### config.mk
export PLATFORM = sky130hd
export DESIGN_NAME = core_count_hotplug_policy_flat
export DESIGN_NICKNAME = d
export VERILOG_FILES = /design/src/design/chp_pkg.sv /design/src/design/chp_req_if.sv /design/src/design/chp_rsp_if.sv /design/src/design/core_count_hotplug_policy.sv /design/src/design/chp_ring.sv /design/src/design/chp_div.sv /design/src/flat_wrapper.sv
export VERILOG_INCLUDE_DIRS = /design/src /design/src/design
export SDC_FILE = /design/constraint.sdc
export NUM_CORES = 2
export LEC_CHECK = 0
export BUFFER_PORTS_ARGS = -buffer_cell sky130_fd_sc_hd__buf_2
export CORE_MARGIN = 3
export CORE_UTILIZATION = 40
export DETAILED_ROUTE_END_ITERATION = 16
export MAX_ROUTING_LAYER = met4
export RECOVER_POWER = 25
export SLEW_MARGIN = 20
export SYNTH_ARGS = -nofsm -noshare
export SYNTH_HDL_FRONTEND = slang
export SYNTH_SLANG_ARGS = --single-unit
### constraint.sdc
create_clock -name clock -period 8.1 [get_ports clock]
set_input_delay 0.81 -clock clock [delete_from_list [all_inputs] [get_ports clock]]
set_output_delay 0.81 -clock clock [all_outputs]
set_load 0.03 [all_outputs]
### src/design/core_count_hotplug_policy_defines.svh
// assertion macros for the core count hotplug policy block
// used by the top level only, no other dependencies
`ifndef CORE_COUNT_HOTPLUG_POLICY_DEFINES_SVH
`define CORE_COUNT_HOTPLUG_POLICY_DEFINES_SVH
`ifndef SYNTHESIS
`define CHP_ASSERT(lbl, clk, rst, prop, msg) \
   lbl: assert property (@(posedge clk) disable iff (rst) prop) else $error(msg);
`define CHP_ASSERT_ALWAYS(lbl, clk, prop, msg) \
   lbl: assert property (@(posedge clk) prop) else $error(msg);
`else
`define CHP_ASSERT(lbl, clk, rst, prop, msg)
`define CHP_ASSERT_ALWAYS(lbl, clk, prop, msg)
`endif
`endif

### src/design/chp_pkg.sv
// shared types and constants of the core count hotplug policy block
// no dependencies
`timescale 1ns / 1ps
`default_nettype none
package chp_pkg;
   localparam int RING_DEPTH = 25;
   localparam int PTR_W      = $clog2(RING_DEPTH);
   localparam int CNT_W      = $clog2(RING_DEPTH + 1);
   localparam int LF_W       = 17;
   localparam int TIME_W     = 10;
   localparam int TASK_W     = 8;
   localparam int PROD_W     = LF_W + TIME_W;
   localparam int LSUM_W     = PROD_W + $clog2(RING_DEPTH);
   localparam int TSUM_W     = TIME_W + $clog2(RING_DEPTH);
   localparam int QUOT_W     = LF_W;
   localparam int QSTEP_W    = $clog2(QUOT_W + 1);
   localparam int AVG_W      = QUOT_W + 4;
   localparam int MF_W       = 12;
   localparam int NUM_WIN    = 4;
   localparam int WIN_W      = $clog2(NUM_WIN);

   localparam int WINDOW_MS [NUM_WIN] = '{100, 150, 250, 300};
   localparam logic [WIN_W-1:0] WIN_100 = 2'd0;
   localparam logic [WIN_W-1:0] WIN_150 = 2'd1;
   localparam logic [WIN_W-1:0] WIN_250 = 2'd2;
   localparam logic [WIN_W-1:0] WIN_300 = 2'd3;

   localparam logic CSR_MAX_FREQ = 1'b0;
   localparam logic CSR_TIME_CAP = 1'b1;
   localparam logic [MF_W-1:0]   MAX_FREQ_RESET = 12'd1200;
   localparam logic [TIME_W-1:0] TIME_CAP_RESET = 10'd500;

   typedef struct packed {
      logic [LF_W-1:0]   lf_prod;
      logic [TIME_W-1:0] time_ms;
      logic [TASK_W-1:0] tasks;
   } entry_type;

   typedef enum logic [1:0] {
      ST_IDLE,
      ST_WALK,
      ST_DIV,
      ST_DECIDE
   } state_type;
endpackage
`default_nettype wire

### src/design/chp_req_if.sv
// sample channel of the core count hotplug policy block
// no dependencies
`timescale 1ns / 1ps
`default_nettype none
interface chp_req_if;
   logic        valid;
   logic        ready;
   logic [6:0]  load_cpu0;
   logic [6:0]  load_cpu1;
   logic [6:0]  load_cpu2;
   logic [6:0]  load_cpu3;
   logic [7:0]  freq_10mhz;
   logic [15:0] elapsed_ms;
   logic [7:0]  running_tasks;
   logic [3:0]  online_mask;
   modport source (output valid, load_cpu0, load_cpu1, load_cpu2, load_cpu3, freq_10mhz,
                   elapsed_ms, running_tasks, online_mask, input ready);
   modport sink (input valid, load_cpu0, load_cpu1, load_cpu2, load_cpu3, freq_10mhz,
                 elapsed_ms, running_tasks, online_mask, output ready);
endinterface
`default_nettype wire

### src/design/chp_rsp_if.sv
// decision channel of the core count hotplug policy block
// no dependencies
`timescale 1ns / 1ps
`default_nettype none
interface chp_rsp_if;
   logic       valid;
   logic       ready;
   logic [2:0] needed_online;
   logic       keep_awake;
   modport source (output valid, needed_online, keep_awake, input ready);
   modport sink (input valid, needed_online, keep_awake, output ready);
endinterface
`default_nettype wire

### src/design/core_count_hotplug_policy.sv
// core count hotplug policy, top level
// depends on chp_pkg, chp_req_if, chp_rsp_if, chp_ring, chp_div and the defines header
//
// req_chan carries one sample per transaction: four core loads, the clock,
// the elapsed time, the runnable task count and the online mask. rsp_chan
// returns exactly one transaction per sample with the wanted core count and
// the keep-awake flag. csr_we writes max_freq_mhz (index 0) or time_cap_ms
// (index 1) from csr_wdata; write only while no sample is in flight.
// A result is built in order: the ring is walked backwards through its
// single read port and the read pipeline drained, then four divisions run
// in the shared divider, then one decision step. One sample is in flight
// at a time, so a new sample is not taken before the last one's decision
// step; req_chan.ready is high whenever the block is idle.
// The result sits in an output register, so the next sample is taken while
// a stalled result still waits; a stall longer than one sample's work holds
// the block in its decision step until rsp_chan.ready returns.
// Reset is synchronous and clears the ring valid bits, the write pointer and
// the control registers; no sweep is needed, the block is ready once reset is released.
`timescale 1ns / 1ps
`default_nettype none
`include "core_count_hotplug_policy_defines.svh"
module core_count_hotplug_policy
   import chp_pkg::*;
(
   input  wire logic      clock,
   input  wire logic      reset,
   chp_req_if.sink        req_chan,
   chp_rsp_if.source      rsp_chan,
   input  wire logic      csr_we,
   input  wire logic      csr_index,
   input  wire logic [11:0] csr_wdata
);
   state_type state_ff, state_in;

   logic [MF_W-1:0]   max_freq_ff;
   logic [TIME_W-1:0] time_cap_ff;
   logic [PTR_W-1:0]  wp_ff, wp_in;

   logic [6:0]        load0_ff, min_load_ff;
   logic [2:0]        online_ff;

   logic [PTR_W-1:0]  rd_ptr_ff;
   logic [CNT_W-1:0]  issue_ff;
   logic              s1_vld_ff, s2_vld_ff;
   logic [CNT_W-1:0]  s1_idx_ff, s2_idx_ff;
   logic [PROD_W-1:0] prod_ff;
   logic [TIME_W-1:0] t2_ff;
   logic [TASK_W-1:0] task2_ff;

   logic [LSUM_W-1:0] lsum_ff [NUM_WIN];
   logic [TSUM_W-1:0] tsum_ff [NUM_WIN];
   logic [TASK_W:0]   tsk2_ff;
   logic [TASK_W+1:0] tsk3_ff;

   logic [WIN_W-1:0]  div_idx_ff;
   logic              div_run_ff;
   logic [QUOT_W-1:0] avg_ff [NUM_WIN];

   logic              rsp_vld_ff;
   logic [2:0]        need_ff;
   logic              keep_ff;

   logic              accept, rd_en, walk_done, div_start, div_done, rsp_load;
   logic [QUOT_W-1:0] div_q;
   entry_type         wr_entry, rd_entry;
   logic [8:0]        load_sum;
   logic [2:0]        online_cnt, need;
   logic [6:0]        min_load;
   logic              keep;

   assign accept = req_chan.valid && req_chan.ready;
   assign req_chan.ready = (state_ff == ST_IDLE);
   assign wp_in = (wp_ff == PTR_W'(RING_DEPTH - 1)) ? '0 : wp_ff + 1'b1;

   // sample entry and online statistics
   always_comb begin
      load_sum = 9'(req_chan.load_cpu0) + 9'(req_chan.load_cpu1)
               + 9'(req_chan.load_cpu2) + 9'(req_chan.load_cpu3);
      wr_entry.lf_prod = LF_W'(load_sum * 17'(req_chan.freq_10mhz));
      wr_entry.time_ms   = (req_chan.elapsed_ms > 16'(time_cap_ff))
                         ? time_cap_ff : req_chan.elapsed_ms[TIME_W-1:0];
      wr_entry.tasks     = req_chan.running_tasks;
      online_cnt = 3'(req_chan.online_mask[0]) + 3'(req_chan.online_mask[1])
                 + 3'(req_chan.online_mask[2]) + 3'(req_chan.online_mask[3]);
      min_load = 7'd100;
      if (req_chan.online_mask[0] && req_chan.load_cpu0 < min_load) begin
         min_load = req_chan.load_cpu0;
      end
      if (req_chan.online_mask[1] && req_chan.load_cpu1 < min_load) begin
         min_load = req_chan.load_cpu1;
      end
      if (req_chan.online_mask[2] && req_chan.load_cpu2 < min_load) begin
         min_load = req_chan.load_cpu2;
      end
      if (req_chan.online_mask[3] && req_chan.load_cpu3 < min_load) begin
         min_load = req_chan.load_cpu3;
      end
   end

   chp_ring u_ring (
      .clock   (clock),
      .reset   (reset),
      .wr_en   (accept),
      .wr_addr (wp_in),
      .wr_data (wr_entry),
      .rd_en   (rd_en),
      .rd_addr (rd_ptr_ff),
      .rd_data (rd_entry)
   );

   chp_div u_div (
      .clock    (clock),
      .reset    (reset),
      .start    (div_start),
      .dividend (lsum_ff[div_idx_ff]),
      .divisor  (tsum_ff[div_idx_ff]),
      .done     (div_done),
      .quotient (div_q)
   );

   // decision rules
   logic [AVG_W-1:0] a100, a150, a250, a300;
   logic [AVG_W-1:0] thr20, thr60, thr80, thr120, thr180, thr200;
   logic [15:0]      t2x50;
   logic [16:0]      t3x100;

   always_comb begin
      a100   = AVG_W'(avg_ff[WIN_100]) * AVG_W'(10);
      a150   = AVG_W'(avg_ff[WIN_150]) * AVG_W'(10);
      a250   = AVG_W'(avg_ff[WIN_250]) * AVG_W'(10);
      a300   = AVG_W'(avg_ff[WIN_300]) * AVG_W'(10);
      thr20  = AVG_W'(max_freq_ff) * AVG_W'(20);
      thr60  = AVG_W'(max_freq_ff) * AVG_W'(60);
      thr80  = AVG_W'(max_freq_ff) * AVG_W'(80);
      thr120 = AVG_W'(max_freq_ff) * AVG_W'(120);
      thr180 = AVG_W'(max_freq_ff) * AVG_W'(180);
      thr200 = AVG_W'(max_freq_ff) * AVG_W'(200);
      t2x50  = 16'(tsk2_ff) * 16'd50;
      t3x100 = 17'(tsk3_ff) * 17'd100;
      need   = online_ff;
      case (online_ff)
         3'd1: begin
            if (load0_ff >= 7'd80 && a100 > thr80 && t3x100 >= 17'(3 * 250)) begin
               need = online_ff + 1'b1;
            end else if (t3x100 >= 17'(3 * 500) && load0_ff >= 7'd99 && a100 > thr60) begin
               need = online_ff + 1'b1;
            end
         end
         3'd2: begin
            if (t2x50 < 16'd250 && load0_ff < 7'd100 && a300 < thr20) begin
               need = online_ff - 1'b1;
            end else if (min_load_ff > 7'd40 && a150 > thr120
                         && t3x100 >= 17'(3 * 350)) begin
               need = online_ff + 1'b1;
            end
         end
         3'd3: begin
            if (t2x50 < 16'd350 && a300 < thr120) begin
               need = online_ff - 1'b1;
            end else if (t2x50 > 16'd350 && a300 < thr60) begin
               need = online_ff - 1'b1;
            end else if (min_load_ff > 7'd40 && a250 > thr180
                         && t3x100 >= 17'(3 * 451)) begin
               need = online_ff + 1'b1;
            end
         end
         3'd4: begin
            if (t3x100 < 17'(3 * 451) && a300 < thr200) begin
               need = online_ff - 1'b1;
            end else if (t3x100 >= 17'(3 * 451) && a300 < thr80) begin
               need = online_ff - 1'b1;
            end
         end
         default: begin
            need = online_ff;
         end
      endcase
      keep = (online_ff >= 3'd2) && (need >= 3'd2);
   end

   // sequencer
   always_comb begin
      state_in  = state_ff;
      rd_en     = 1'b0;
      div_start = 1'b0;
      rsp_load  = 1'b0;
      walk_done = (issue_ff == CNT_W'(RING_DEPTH)) && !s1_vld_ff && !s2_vld_ff;
      case (state_ff)
         ST_IDLE: begin
            if (accept) begin
               state_in = ST_WALK;
            end
         end
         ST_WALK: begin
            rd_en = (issue_ff < CNT_W'(RING_DEPTH));
            if (walk_done) begin
               state_in = ST_DIV;
            end
         end
         ST_DIV: begin
            div_start = !div_run_ff;
            if (div_done && div_idx_ff == WIN_W'(NUM_WIN - 1)) begin
               state_in = ST_DECIDE;
            end
         end
         ST_DECIDE: begin
            if (!rsp_vld_ff || rsp_chan.ready) begin
               rsp_load = 1'b1;
               state_in = ST_IDLE;
            end
         end
         default: begin
            state_in = ST_IDLE;
         end
      endcase
   end

   always_ff @(posedge clock) begin
      if (reset) begin
         state_ff <= ST_IDLE;
      end else begin
         state_ff <= state_in;
      end
   end

   always_ff @(posedge clock) begin
      if (reset) begin
         max_freq_ff <= MAX_FREQ_RESET;
         time_cap_ff <= TIME_CAP_RESET;
      end else if (csr_we) begin
         case (csr_index)
            CSR_MAX_FREQ: max_freq_ff <= csr_wdata[MF_W-1:0];
            CSR_TIME_CAP: time_cap_ff <= csr_wdata[TIME_W-1:0];
            default: begin
            end
         endcase
      end
   end

   // control state
   always_ff @(posedge clock) begin
      if (reset) begin
         wp_ff      <= '0;
         issue_ff   <= '0;
         s1_vld_ff  <= 1'b0;
         s2_vld_ff  <= 1'b0;
         div_idx_ff <= '0;
         div_run_ff <= 1'b0;
         rsp_vld_ff <= 1'b0;
      end else begin
         s1_vld_ff <= rd_en;
         s2_vld_ff <= s1_vld_ff;
         if (accept) begin
            wp_ff      <= wp_in;
            issue_ff   <= '0;
            div_idx_ff <= '0;
            div_run_ff <= 1'b0;
         end else if (rd_en) begin
            issue_ff <= issue_ff + 1'b1;
         end
         if (div_start) begin
            div_run_ff <= 1'b1;
         end else if (div_done) begin
            div_run_ff <= 1'b0;
            div_idx_ff <= div_idx_ff + 1'b1;
         end
         if (rsp_load) begin
            rsp_vld_ff <= 1'b1;
         end else if (rsp_chan.ready) begin
            rsp_vld_ff <= 1'b0;
         end
      end
   end

   // walk pipeline and accumulators
   always_ff @(posedge clock) begin
      if (accept) begin
         load0_ff    <= req_chan.load_cpu0;
         min_load_ff <= min_load;
         online_ff   <= online_cnt;
         rd_ptr_ff   <= wp_in;
         tsk2_ff     <= '0;
         tsk3_ff     <= '0;
         for (int w = 0; w < NUM_WIN; w++) begin
            lsum_ff[w] <= '0;
            tsum_ff[w] <= '0;
         end
      end else begin
         if (rd_en) begin
            rd_ptr_ff <= (rd_ptr_ff == '0) ? PTR_W'(RING_DEPTH - 1) : rd_ptr_ff - 1'b1;
         end
         if (s2_vld_ff) begin
            for (int w = 0; w < NUM_WIN; w++) begin
               if (tsum_ff[w] < TSUM_W'(WINDOW_MS[w])) begin
                  lsum_ff[w] <= lsum_ff[w] + LSUM_W'(prod_ff);
                  tsum_ff[w] <= tsum_ff[w] + TSUM_W'(t2_ff);
               end
            end
            if (s2_idx_ff < CNT_W'(2)) begin
               tsk2_ff <= tsk2_ff + (TASK_W + 1)'(task2_ff);
            end
            if (s2_idx_ff < CNT_W'(3)) begin
               tsk3_ff <= tsk3_ff + (TASK_W + 2)'(task2_ff);
            end
         end
      end
      s1_idx_ff <= issue_ff;
      s2_idx_ff <= s1_idx_ff;
      prod_ff   <= PROD_W'(rd_entry.lf_prod) * PROD_W'(rd_entry.time_ms);
      t2_ff     <= rd_entry.time_ms;
      task2_ff  <= rd_entry.tasks;
      if (div_done) begin
         avg_ff[div_idx_ff] <= (tsum_ff[div_idx_ff] == '0) ? '0 : div_q;
      end
      if (rsp_load) begin
         need_ff <= need;
         keep_ff <= keep;
      end
   end

   assign rsp_chan.valid         = rsp_vld_ff;
   assign rsp_chan.needed_online = need_ff;
   assign rsp_chan.keep_awake    = keep_ff;

   `CHP_ASSERT(a_keep_needs_two, clock, reset, rsp_chan.valid |-> (!rsp_chan.keep_awake || rsp_chan.needed_online >= 3'd2), "keep_awake with fewer than two cores wanted")
   `CHP_ASSERT(a_need_range, clock, reset, rsp_chan.valid |-> rsp_chan.needed_online <= 3'd4, "needed_online out of range")
   `CHP_ASSERT(a_accept_starts_walk, clock, reset, (req_chan.valid && req_chan.ready) |=> (state_ff == ST_WALK && issue_ff == '0), "walk did not start after a transaction")
   `CHP_ASSERT(a_div_idle_on_start, clock, reset, div_start |-> !div_run_ff && state_ff == ST_DIV, "divider started while busy")
endmodule
`default_nettype wire

### src/design/chp_ring.sv
// sample ring memory, one write and one registered read port
// depends on chp_pkg; unwritten entries read as zero
`timescale 1ns / 1ps
`default_nettype none
module chp_ring
   import chp_pkg::*;
(
   input  wire logic             clock,
   input  wire logic             reset,
   input  wire logic             wr_en,
   input  wire logic [PTR_W-1:0] wr_addr,
   input  wire entry_type        wr_data,
   input  wire logic             rd_en,
   input  wire logic [PTR_W-1:0] rd_addr,
   output entry_type             rd_data
);
   entry_type             mem [RING_DEPTH];
   logic [RING_DEPTH-1:0] vld_ff;
   entry_type             data_ff;
   logic                  hit_ff;

   always_ff @(posedge clock) begin
      if (wr_en) begin
         mem[wr_addr] <= wr_data;
      end
      if (rd_en) begin
         data_ff <= mem[rd_addr];
      end
   end

   always_ff @(posedge clock) begin
      if (reset) begin
         vld_ff <= '0;
         hit_ff <= 1'b0;
      end else begin
         if (wr_en) begin
            vld_ff[wr_addr] <= 1'b1;
         end
         if (rd_en) begin
            hit_ff <= vld_ff[rd_addr];
         end
      end
   end

   assign rd_data = hit_ff ? data_ff : '0;
endmodule
`default_nettype wire

### src/design/chp_div.sv
// restoring divider, one quotient bit per cycle
// depends on chp_pkg; quotient must fit in QUOT_W bits
`timescale 1ns / 1ps
`default_nettype none
module chp_div
   import chp_pkg::*;
(
   input  wire logic              clock,
   input  wire logic              reset,
   input  wire logic              start,
   input  wire logic [LSUM_W-1:0] dividend,
   input  wire logic [TSUM_W-1:0] divisor,
   output logic                   done,
   output logic [QUOT_W-1:0]      quotient
);
   logic [TSUM_W-1:0]  rem_ff, rem_in;
   logic [QUOT_W-1:0]  dvd_ff, dvd_in;
   logic [TSUM_W-1:0]  dsr_ff;
   logic [QSTEP_W-1:0] step_ff;
   logic               busy_ff, done_ff;
   logic [TSUM_W:0]    trial;
   logic               ge;

   always_comb begin
      trial  = {rem_ff, dvd_ff[QUOT_W-1]};
      ge     = trial >= {1'b0, dsr_ff};
      rem_in = ge ? TSUM_W'(trial - {1'b0, dsr_ff}) : trial[TSUM_W-1:0];
      dvd_in = {dvd_ff[QUOT_W-2:0], ge};
   end

   always_ff @(posedge clock) begin
      if (start) begin
         rem_ff <= dividend[LSUM_W-1:QUOT_W];
         dvd_ff <= dividend[QUOT_W-1:0];
         dsr_ff <= divisor;
      end else if (busy_ff) begin
         rem_ff <= rem_in;
         dvd_ff <= dvd_in;
      end
   end

   always_ff @(posedge clock) begin
      if (reset) begin
         busy_ff <= 1'b0;
         done_ff <= 1'b0;
         step_ff <= '0;
      end else begin
         done_ff <= 1'b0;
         if (start) begin
            busy_ff <= 1'b1;
            step_ff <= '0;
         end else if (busy_ff) begin
            step_ff <= step_ff + 1'b1;
            if (step_ff == QSTEP_W'(QUOT_W - 1)) begin
               busy_ff <= 1'b0;
               done_ff <= 1'b1;
            end
         end
      end
   end

   assign done     = done_ff;
   assign quotient = dvd_ff;
endmodule
`default_nettype wire

### src/flat_wrapper.sv
// flat-port wrapper written by rule: the top's interface ports become plain ports
module core_count_hotplug_policy_flat import chp_pkg::*;
  (clock, reset, csr_we, csr_index, csr_wdata, req_chan_valid, req_chan_load_cpu0, req_chan_load_cpu1, req_chan_load_cpu2, req_chan_load_cpu3, req_chan_freq_10mhz, req_chan_elapsed_ms, req_chan_running_tasks, req_chan_online_mask, req_chan_ready, rsp_chan_valid, rsp_chan_needed_online, rsp_chan_keep_awake, rsp_chan_ready);
  chp_req_if req_chan_i ();
  chp_rsp_if rsp_chan_i ();
  input  wire logic clock;
  input  wire logic reset;
  input  wire logic csr_we;
  input  wire logic csr_index;
  input  wire logic [11:0] csr_wdata;
  input wire logic [$bits(req_chan_i.valid)-1:0] req_chan_valid;
  input wire logic [$bits(req_chan_i.load_cpu0)-1:0] req_chan_load_cpu0;
  input wire logic [$bits(req_chan_i.load_cpu1)-1:0] req_chan_load_cpu1;
  input wire logic [$bits(req_chan_i.load_cpu2)-1:0] req_chan_load_cpu2;
  input wire logic [$bits(req_chan_i.load_cpu3)-1:0] req_chan_load_cpu3;
  input wire logic [$bits(req_chan_i.freq_10mhz)-1:0] req_chan_freq_10mhz;
  input wire logic [$bits(req_chan_i.elapsed_ms)-1:0] req_chan_elapsed_ms;
  input wire logic [$bits(req_chan_i.running_tasks)-1:0] req_chan_running_tasks;
  input wire logic [$bits(req_chan_i.online_mask)-1:0] req_chan_online_mask;
  output wire logic [$bits(req_chan_i.ready)-1:0] req_chan_ready;
  output wire logic [$bits(rsp_chan_i.valid)-1:0] rsp_chan_valid;
  output wire logic [$bits(rsp_chan_i.needed_online)-1:0] rsp_chan_needed_online;
  output wire logic [$bits(rsp_chan_i.keep_awake)-1:0] rsp_chan_keep_awake;
  input wire logic [$bits(rsp_chan_i.ready)-1:0] rsp_chan_ready;
  assign req_chan_i.valid = req_chan_valid;
  assign req_chan_i.load_cpu0 = req_chan_load_cpu0;
  assign req_chan_i.load_cpu1 = req_chan_load_cpu1;
  assign req_chan_i.load_cpu2 = req_chan_load_cpu2;
  assign req_chan_i.load_cpu3 = req_chan_load_cpu3;
  assign req_chan_i.freq_10mhz = req_chan_freq_10mhz;
  assign req_chan_i.elapsed_ms = req_chan_elapsed_ms;
  assign req_chan_i.running_tasks = req_chan_running_tasks;
  assign req_chan_i.online_mask = req_chan_online_mask;
  assign req_chan_ready = req_chan_i.ready;
  assign rsp_chan_valid = rsp_chan_i.valid;
  assign rsp_chan_needed_online = rsp_chan_i.needed_online;
  assign rsp_chan_keep_awake = rsp_chan_i.keep_awake;
  assign rsp_chan_i.ready = rsp_chan_ready;
  core_count_hotplug_policy u_core (.clock(clock), .reset(reset), .req_chan(req_chan_i), .rsp_chan(rsp_chan_i), .csr_we(csr_we), .csr_index(csr_index), .csr_wdata(csr_wdata));
endmodule
==> run summary <==
Hold Path Class - in -> reg
headroom to the max-slew limit - -146%
maximum number of pins on one net before global-route repair - 113
cell at the root of the clock tree - sky130_fd_sc_hd__clkbuf_16
detailed placement HPWL - 140 mm
number of filler cells placed in the layout - 18,100
Max Fclk - 133 MHz
count of buffers from port buffering - 87
average wire length per cell after detail routing - 22.4 microns
Num CTS Buffers - 150
hold_ws - 0.237 ns
RSZ-0062 raised after global routing - no
critical path endpoint category - register
leakage power total - 0.0362 uW
detailed-route wire length - 209 mm
cell occurring most often along the worst timing path - sky130_fd_sc_hd__fa_1
transition time at the pin with the least slew margin - 3.68 ns
delay-heaviest family, CP - adder cells
Final min period - 7.51 ns
slowest stage cell, crit path - sky130_fd_sc_hd__fa_1
yosys warns - 0
core occupancy in the finished layout - 45.0%
share of the cycle needed by the critical path after routing - 92.7%
Synth top area share - 45.4%
worst setup timing slack at the placement stage - -0.499 ns
GPL Wtd Cong - 0.893
number of buffers inserted to repair setup after CTS - 0
number of storage elements in the synthesis netlist - 1,386
category of the most critical setup path - in -> reg
Die Footprint - 210,000 sq um
global route total overflow - 0
Finished Cell Area - 91,300 sq um
Hold Vio Cnt, Final - 0
fraction of synthesis flops using an asynchronous set or reset pin - 0%
number of buffers on the longest clock path - 3
violated checks - max-capacitance violations, max-slew violations
CP required - 8.60 ns
initial antenna violation count - 7
Post-Synthesis Cells - 6,377
vertical extent of the die - 458 microns
vias in the first global route - 53,200
maximum vdd drop - 0.00205 V
clock tree sinks - 1,386
count of nets left with antenna violations after detail routing - 0
Yosys cell types - 109
area of placed instances - 86,400 sq um
Post-CTS Hold Buffers - 0
max-slew violation count - 603
Iteration-0 DRC Markers - 4,152
power density normalized to cell area - 453 nW/um^2
overall power after layout - 41,400 uW
Netlist Area Pre-Place - 81,900 sq um
number of buffer and inverter instances along the worst setup path - 6
final setup violation count - 0
first-pass GRT wire length - 324 mm
Post-synth EDFFs - 1,239
reg2reg setup slack - 0.63 ns
effective utilization at floorplan - 40.3%
Worst Path Max Fanout - 25
stage delay of the slowest cell on the critical path - 0.57 ns
launching element type of the critical path - input port
main area contributors after synthesis - sky130_fd_sc_hd__edfxtp_1 45%, sky130_fd_sc_hd__ha_1 12%, sky130_fd_sc_hd__mux4_2 8.2%
post-DR vias/cell - 5.52
slack of the critical path - 0.595 ns
mean cell area of the mapped netlist - 12.8 sq um
worst clock skew on the final layout - 0.0558 ns
max-cap viol count - 15
primary flip-flop cell chosen by synthesis mapping - sky130_fd_sc_hd__edfxtp_1
signed area change from the synthesized netlist to the final layout - 11.5%
quantity of gates resized following cts - 0
Crit path arrival time - 8.01 ns
number of optimization iterations in the first detailed-route pass - 6
layout cell share with drive strength beyond 1 - 12.6%
number of placement rows - 165
number of primary I/O pins - 88
Yosys top cell by area - sky130_fd_sc_hd__edfxtp_1
DRC violation count after routing - 0
outcome - finished, violations left
global-route usage over all layers - 20.7%
share of synthesized area occupied by flip-flops and latches - 49.0%
clock tree from TritonCTS - built
core footprint - 203,000 sq um
total via count in the routed design - 51,700
level count of the clock H-tree - 4
DIE WIDTH - 458 microns
clock slew at reported path FFs - 0.06 ns
# nets final - 7,661
insertion delay to the later sink of the worst-skew pair - 0.81 ns
-- kinds of logic (layout without fill, tap and decap cells) --
family                   count (synthesis)  in the layout  share of synthesized area, %
flip-flops                            1386           1386                          49.0
adder cells (fa/ha/maj)               1008           1008                          17.6
XOR/XNOR                               298            298                          3.19
other                                    1             19                       0.00458
AND/OR/NAND/NOR                       1463           1463                          8.71
multiplexers                           407            407                          9.63
AO/OA/AOI/OAI                         1060           1060                          8.36
buffers and inverters                  754           1054                          3.48
-- cell usage in the layout (no fill, tap or decap), drive strengths merged, types with 79 or more instances in the layout --
| cell | count |
|---|---|
| edfxtp | 1239 |
| ha | 767 |
| a21oi | 315 |
| clkbuf | 234 |
| nor3 | 93 |
| fa | 239 |
| inv | 565 |
| o21ai | 245 |
| and3 | 119 |
| xor2 | 111 |
| buf | 181 |
| and2 | 95 |
| nand3 | 79 |
| dfxtp | 147 |
| nor2 | 403 |
| nand2 | 379 |
| xnor2 | 187 |
| a21o | 111 |
| mux4 | 299 |
-- Yosys cell counts (10+ instances only) --
master,n
sky130_fd_sc_hd__nor2b_1,78
sky130_fd_sc_hd__xnor2_1,187
sky130_fd_sc_hd__xor2_1,111
sky130_fd_sc_hd__nand2b_1,62
sky130_fd_sc_hd__nor4_1,24
sky130_fd_sc_hd__nor2_1,403
sky130_fd_sc_hd__fa_1,239
sky130_fd_sc_hd__nor3b_1,10
sky130_fd_sc_hd__o21a_1,67
sky130_fd_sc_hd__nand4_1,34
sky130_fd_sc_hd__a21oi_1,314
sky130_fd_sc_hd__o211ai_1,17
sky130_fd_sc_hd__a211oi_1,39
sky130_fd_sc_hd__dfxtp_1,147
sky130_fd_sc_hd__o21bai_1,52
sky130_fd_sc_hd__buf_1,49
sky130_fd_sc_hd__nand2_1,379
sky130_fd_sc_hd__mux2i_1,59
sky130_fd_sc_hd__o21ai_0,237
sky130_fd_sc_hd__o311ai_0,15
sky130_fd_sc_hd__nand3_1,79
sky130_fd_sc_hd__or2_2,13
sky130_fd_sc_hd__nor3_1,92
sky130_fd_sc_hd__and2_1,89
sky130_fd_sc_hd__o2111ai_1,10
sky130_fd_sc_hd__and3_1,117
sky130_fd_sc_hd__mux4_2,299
sky130_fd_sc_hd__edfxtp_1,1239
sky130_fd_sc_hd__a21o_1,111
sky130_fd_sc_hd__a21boi_0,18
sky130_fd_sc_hd__inv_1,559
sky130_fd_sc_hd__ha_1,767
sky130_fd_sc_hd__a31oi_1,27
sky130_fd_sc_hd__a211o_1,29
sky130_fd_sc_hd__clkbuf_1,138
sky130_fd_sc_hd__nand3b_1,12
sky130_fd_sc_hd__o31ai_1,12
sky130_fd_sc_hd__or3_1,24
sky130_fd_sc_hd__mux2_2,47
-- state kept, by name (all words and copies together) (netlist names), 7 cells and up --
name and cells:
u_core.u_ring.mem 875, u_core.lsum_ff 128, u_core.avg_ff 68, u_core.tsum_ff 60, u_core.u_ring.data_ff 35, u_core.prod_ff 27
u_core.u_ring.vld_ff 25, u_core.u_div.quotient 17, u_core.u_div.dsr_ff 15, u_core.u_div.rem_ff 15, u_core.max_freq_ff 12, u_core.t2_ff 10
u_core.time_cap_ff 10, u_core.tsk3_ff 10, u_core.tsk2_ff 9, u_core.task2_ff 8, u_core.load0_ff 7, u_core.min_load_ff 7
-- metrics by stage --
step                      TNS, ns  cells
final                           0   9367
after global routing            0   9366
after CTS                       0   9363
after detailed placement   -16.97   9092
after global placement     -15.06   9092
after floorplan                 0   6392
-- power by group --
group / internal, uW / switching (uW)
combinational: 7760 / 12000
clock: 3960 / 2940
sequential: 13900 / 841
total: 25600 / 15800
-- metal layers --
layer | part of all wire [%] | vias up | GRT usage [%]
met2 | 49 | 1265 | 34.0
met5 | 0 | - | -
met3 | 4.5 | 257 | 2.12
met1 | 45 | 26200 | 27.7
met4 | 2.1 | 0 | 4.83
li1 | - | 24000 | -
-- path summary, 6_finish.rpt --
check	start	endpoint	cells after the start
setup reg to reg	u_core.u_ring.hit_ff$_SDFFE_PP0P_	u_core.prod_ff[25]$_DFF_P_	20
hold / removal	csr_wdata[10]	u_core.max_freq_ff[10]$_SDFFE_PP1P_	2
hold reg to reg	u_core.s1_idx_ff[3]$_DFF_P_	u_core.s2_idx_ff[3]$_DFF_P_	0
setup / recovery	req_chan_load_cpu1[0]	u_core.u_ring.mem[24][33]$_DFFE_PP_	30
-- layout make-up --
| cell class | instances | area (sq um) | area share [%] |
|---|---|---|---|
| Clock buffer | 194 | 4040 | 4.43 |
| Antenna cell | 3 | 7.51 | 0.00822 |
| Timing Repair Buffer | 221 | 1490 | 1.63 |
| Multi-Input combinational cell | 4252 | 39200 | 42.9 |
| Sequential cell | 1386 | 40100 | 44.0 |
| Clock inverter | 77 | 967 | 1.06 |
| Tap cell | 2672 | 3340 | 3.66 |
| Inverter | 562 | 2110 | 2.31 |
No activity file was read; power rests on OpenSTA's default activity.
